[src/sv/mmap_ram.sv]
`timescale 1ns / 1ps
// generic single-port synchronous ram, one access per cycle, registered read
// no dependencies

module mmap_ram #(
    parameter int WIDTH = 8,
    parameter int DEPTH = 256
) (
    input  logic                     clk,
    input  logic                     we,
    input  logic [$clog2(DEPTH)-1:0] addr,
    input  logic [WIDTH-1:0]         wdata,
    output logic [WIDTH-1:0]         rdata
);

    logic [WIDTH-1:0] mem [DEPTH];

    always_ff @(posedge clk)
    begin
        if (we)
        begin
            mem[addr] <= wdata;
        end
        rdata <= mem[addr];
    end

endmodule

[config.mk]
export PLATFORM = sky130hd
export DESIGN_NAME = mmap_ram
export DESIGN_NICKNAME = d
export VERILOG_FILES = /design/src/sv/mmap_ram.sv
export SDC_FILE = /design/constraint.sdc
export NUM_CORES = 2
export LEC_CHECK = 0
export BUFFER_PORTS_ARGS = -buffer_cell sky130_fd_sc_hd__buf_2
export CAP_MARGIN = 20
export CORE_MARGIN = 2
export CORE_UTILIZATION = 45
export CTS_CLUSTER_SIZE = 28
export DETAILED_ROUTE_END_ITERATION = 7
export PLACE_DENSITY = 0.57
export SLEW_MARGIN = 25
export SYNTH_ARGS = -nofsm -noshare
export SYNTH_HDL_FRONTEND = slang
export SYNTH_SLANG_ARGS = --single-unit
[constraint.sdc]
create_clock -name clk -period 3.7 [get_ports clk]
set_clock_uncertainty 0.2 [all_clocks]
set_input_delay 0.74 -clock clk [delete_from_list [all_inputs] [get_ports clk]]
set_output_delay 0.74 -clock clk [all_outputs]
set_load 0.05 [all_outputs]
Word-level counts from Yosys, hierarchy flattened
Memory sizes are Yosys's and may differ from the RTL's. A register that Yosys moved wholly into a read port is not among the register bits.
Index checks and enable logic that the tools add are counted.
{"block": "op_classes", "muxes": 2}
{"operator": "$mux 1", "n": 2}
{"block": "totals", "ff_bits": 0, "mem_bits_rw": 2048, "input_bits": 18, "output_inout_bits": 8, "wordCells": 3, "n_memories": 1}
{"memory": "mem", "words": 256, "word_bits": 8, "read_ports": 1, "rd_clocked_by_memory_dff": 1, "write_ports": 1, "line": "16", "rtl": "logic [WIDTH-1:0] mem [DEPTH];"}

Depth between registers and ports, before layout
{"block": "logic_depth", "ltp_word": 2, "mapped_depth": 10, "depth_no_buf": 5}

Worst setup path before layout
No wires, ideal clock.
{"block": "synth_path", "path_type": "input to register", "from": "input addr[1]", "to": "memory mem[111][0] (enable)", "setup_time_ns": 0.370, "t_arrival_ns": 2.589, "t_required_ns": 3.130, "path_slack_ns": 0.541, "path_stages": 9, "n_path_buf": 5, "cell_sequence": "buf_2 > clkbuf_1 > clkbuf_1 > nand2_1 > buf_2 > nor2_1 > nand2_1 > clkbuf_1 > nor2_1"}
{"element": "start, declared", "line": "11", "rtl": "input logic [$clog2(DEPTH)-1:0] addr,"}
{"element": "end, declared", "line": "16"}
Straight into the memory's write port.

==> results.yml <==
clock_network:
  clk_latency_ps: 860
  ctsLongestPathBuffers: 3
  cts_setup_buffers: 0
  clock_sinks: 2056
  clk_pin_slew_ps: 60
  clock-root-buffer: "clkbuf_16"
  cts.repair.resized: 0
  cts_tree: "built"
  cts_buffers: 208
  htreeDepth: 4
  cts_hold_buffers: 0
timing:
  finalHoldViolCount: 0
  finalMaxSlewViolations: 0
  grt_setup_unrepaired: "false"
  post-route-period-util_pct: 86.1
  relSlewSlack_pct: 35.9
  fmax_mhz: 314
  fin_crit_ps: 3190
  timing.hold.ws_ps: 61.5
  finalSetupViolCount: 0
  worst_slew_pin_slew_ps: 948
  fin_ws_ps: 513
pwr:
  powerDensity_nw_per_um2: 530
  vdd_ir_drop_max_uv: 533
  p_clk_share_pct: 42.5
  p_sw_mw: 10.4
  pwr-share-comb_pct: 4.9
  switching_share_pct: 21.2
  p_int_mw: 38.6
  power_frac_seq_pct: 52.6
  leakagePower_nw: 29.2
synth:
  avgSynthCellArea_sq_um: 22.1
  yosysUniqueCellTypes: 22
  synth_fp_nets: 3565
  ys_seq_area_share_pct: 78.6
  synth_cells: 3547
  ys_warn_count: 0
  netlist_area_sq_um: 78500
  ys_seq_elements: 2056
layout:
  fillCellCount: 13500
  nets: 4117
  drive_above_1_share_pct: 32.6
  area_growth_pct: 17.6
critical_path:
  cp_max_fo: 18
  required_ps: 4230
  worst-r2r-setup-slack_ps: 870
  arrival_ps: 3720
  cp-end-kind: "register"
  crit_path_start_kind: "primary input"
  critical_path_class: "primary input to register"
detailed_routing:
  met2WireLength_microns: 95800
  routedWlPerCell_microns: 29.6
  drt_iter0_drc: 4323
  drc: 0
  wirelength_microns: 195000
  highest_layer: "met5"
  drt-met1-wl_microns: 81900
  firstDrtPassIters: 5
  dr_wl_met3_microns: 13600
  via_per_inst: 5.82
  vias: 38400
  antenna_left: 0
run:
  max-cap-violations: 0
floorplanning:
  io_pins: 26
  row_count: 153
  core_area_sq_um: 174000
  fp.dieW_microns: 422
  die_height_microns: 422
  start_util_pct: 45.2
  die-area_sq_um: 178000
grt:
  grtUsageTotal_pct: 22.1
  grt_max_degree: 110
  antenna_found_initial: 8
  grt_overflow: 0
  grt_pass1_wl_microns: 283000
  grt_pass1_vias: 39300
placed_design:
  gp_congestion: 0.831
  hpwl_microns: 124000
  portBuffers: 25
  post-place-ws_ps: -351
min_path:
  holdCritPathClass: "primary input to register"
outcome:
  status: "complete, no violations"
## cells in the mapped netlist
master,instances,area (sq um)
or2_2,2,12.5
nand4_1,8,50.1
nor3_1,30,150
a22oi_1,256,1920
o41ai_1,32,280
inv_1,1,3.75
mux4_2,512,11500
nor2b_1,7,43.8
edfxtp_1,2048,61500
nor2_1,232,871
and2_1,3,18.8
clkbuf_1,145,544
nand2_1,28,105
dfxtp_1,8,160
buf_6,16,180
buf_1,19,71.3
buf_2,36,180
a21oi_1,128,641
or3_1,1,6.26
buf_4,16,120
nand2b_1,6,37.5
nand3_1,13,65.1
## flip-flops by register name, summed over array words and instances (netlist names)
register and cells:
mem 2048, rdata 8
## cells in the final DEF, fill, tap and decap left out, types with 4 or more instances in the layout
| cell type | count |
|---|---|
| edfxtp_1 | 2048 |
| mux4_2 | 512 |
| buf_4 | 486 |
| a22oi_1 | 256 |
| nor2_1 | 231 |
| clkbuf_16 | 211 |
| a21oi_1 | 128 |
| buf_12 | 63 |
| clkbuf_1 | 51 |
| clkinv_1 | 48 |
| clkinv_2 | 41 |
| nor3_1 | 30 |
| o41ai_1 | 28 |
| nand2_1 | 27 |
| bufinv_16 | 21 |
| buf_2 | 15 |
| buf_8 | 10 |
| nand3_1 | 9 |
| nand4_1 | 8 |
| dfxtp_1 | 8 |
| nor2b_1 | 5 |
| clkinv_16 | 5 |
| o41ai_2 | 4 |
| nand2b_1 | 4 |
| nand3_2 | 4 |
## worst max-delay path, stage by stage
cell	delay (ps)
buf_8	240
buf_12	240
buf_12	220
buf_4	170
mux4_2	520
a22oi_1	220
a21oi_1	90
o41ai_1	880
buf_4	230
nand4_1	80
## layout make-up
cell class,instances,area [sq um],share of cell area [%]
antenna,2,5.00,0.00542
multi-input combinational,1258,15800,17.1
tap,2325,2910,3.15
clock buffer,262,5470,5.93
sequential,2056,61700,66.8
clock inverter,128,1330,1.44
inverter,1,3.75,0.00407
timing repair buffer,574,5130,5.56
## logic make-up (layout without fill, tap and decap cells)
kind of cell	after synthesis	in the layout	synth area share, %
AND/OR/NAND/NOR	330	330	1.73
AO/OA/AOI/OAI	416	416	3.62
multiplexers	512	512	14.7
buffers and inverters	233	965	1.40
flip-flops	2056	2056	78.6
other	0	2	0
## routing by layer
| layer | vias to the layer above | global-route usage [%] |
|---|---|---|
| met5 | - | 0 |
| met4 | 4 | 5.56 |
| met3 | 253 | 4.14 |
| met2 | 1312 | 35.6 |
| met1 | 20600 | 31.3 |
| li1 | 16200 | - |
## path summary, 6_finish.rpt
check                            startpoint           to  cells past startpoint
worst max-delay path                addr[0]     rdata[3]                     10
worst min register to register  mem[227][7]     rdata[7]                      5
worst max register to register   mem[42][0]     rdata[0]                      6
worst min-delay path               wdata[3]  mem[212][3]                      1
## power groups by stage
stage / clock network [mW] / logic, mW / registers (mW)
2_1_floorplan: 0 / 1.14 / 26.2
3_3_place_gp: 0 / 2.41 / 26.2
3_5_place_dp: 0 / 2.44 / 26.2
4_1_cts: 21.2 / 2.44 / 25.7
5_1_grt: 22.1 / 2.55 / 25.7
6_report: 20.8 / 2.40 / 25.7
## through the flow
step                      utilization, %  setup TNS [ps]  total power, mW  area, sq um  instances
final                               53.2               0             48.9        92300       6606
after global routing                53.2               0             50.4        92300       6606
after CTS                           53.2               0             49.4        92300       6604
after detailed placement            49.3           -1560             28.6        85500       6214
after global placement              49.2           -2610             28.6        85500       6214
after floorplan                        -               0             27.4        78500       3547
Power figures use the tool's default switching activity.
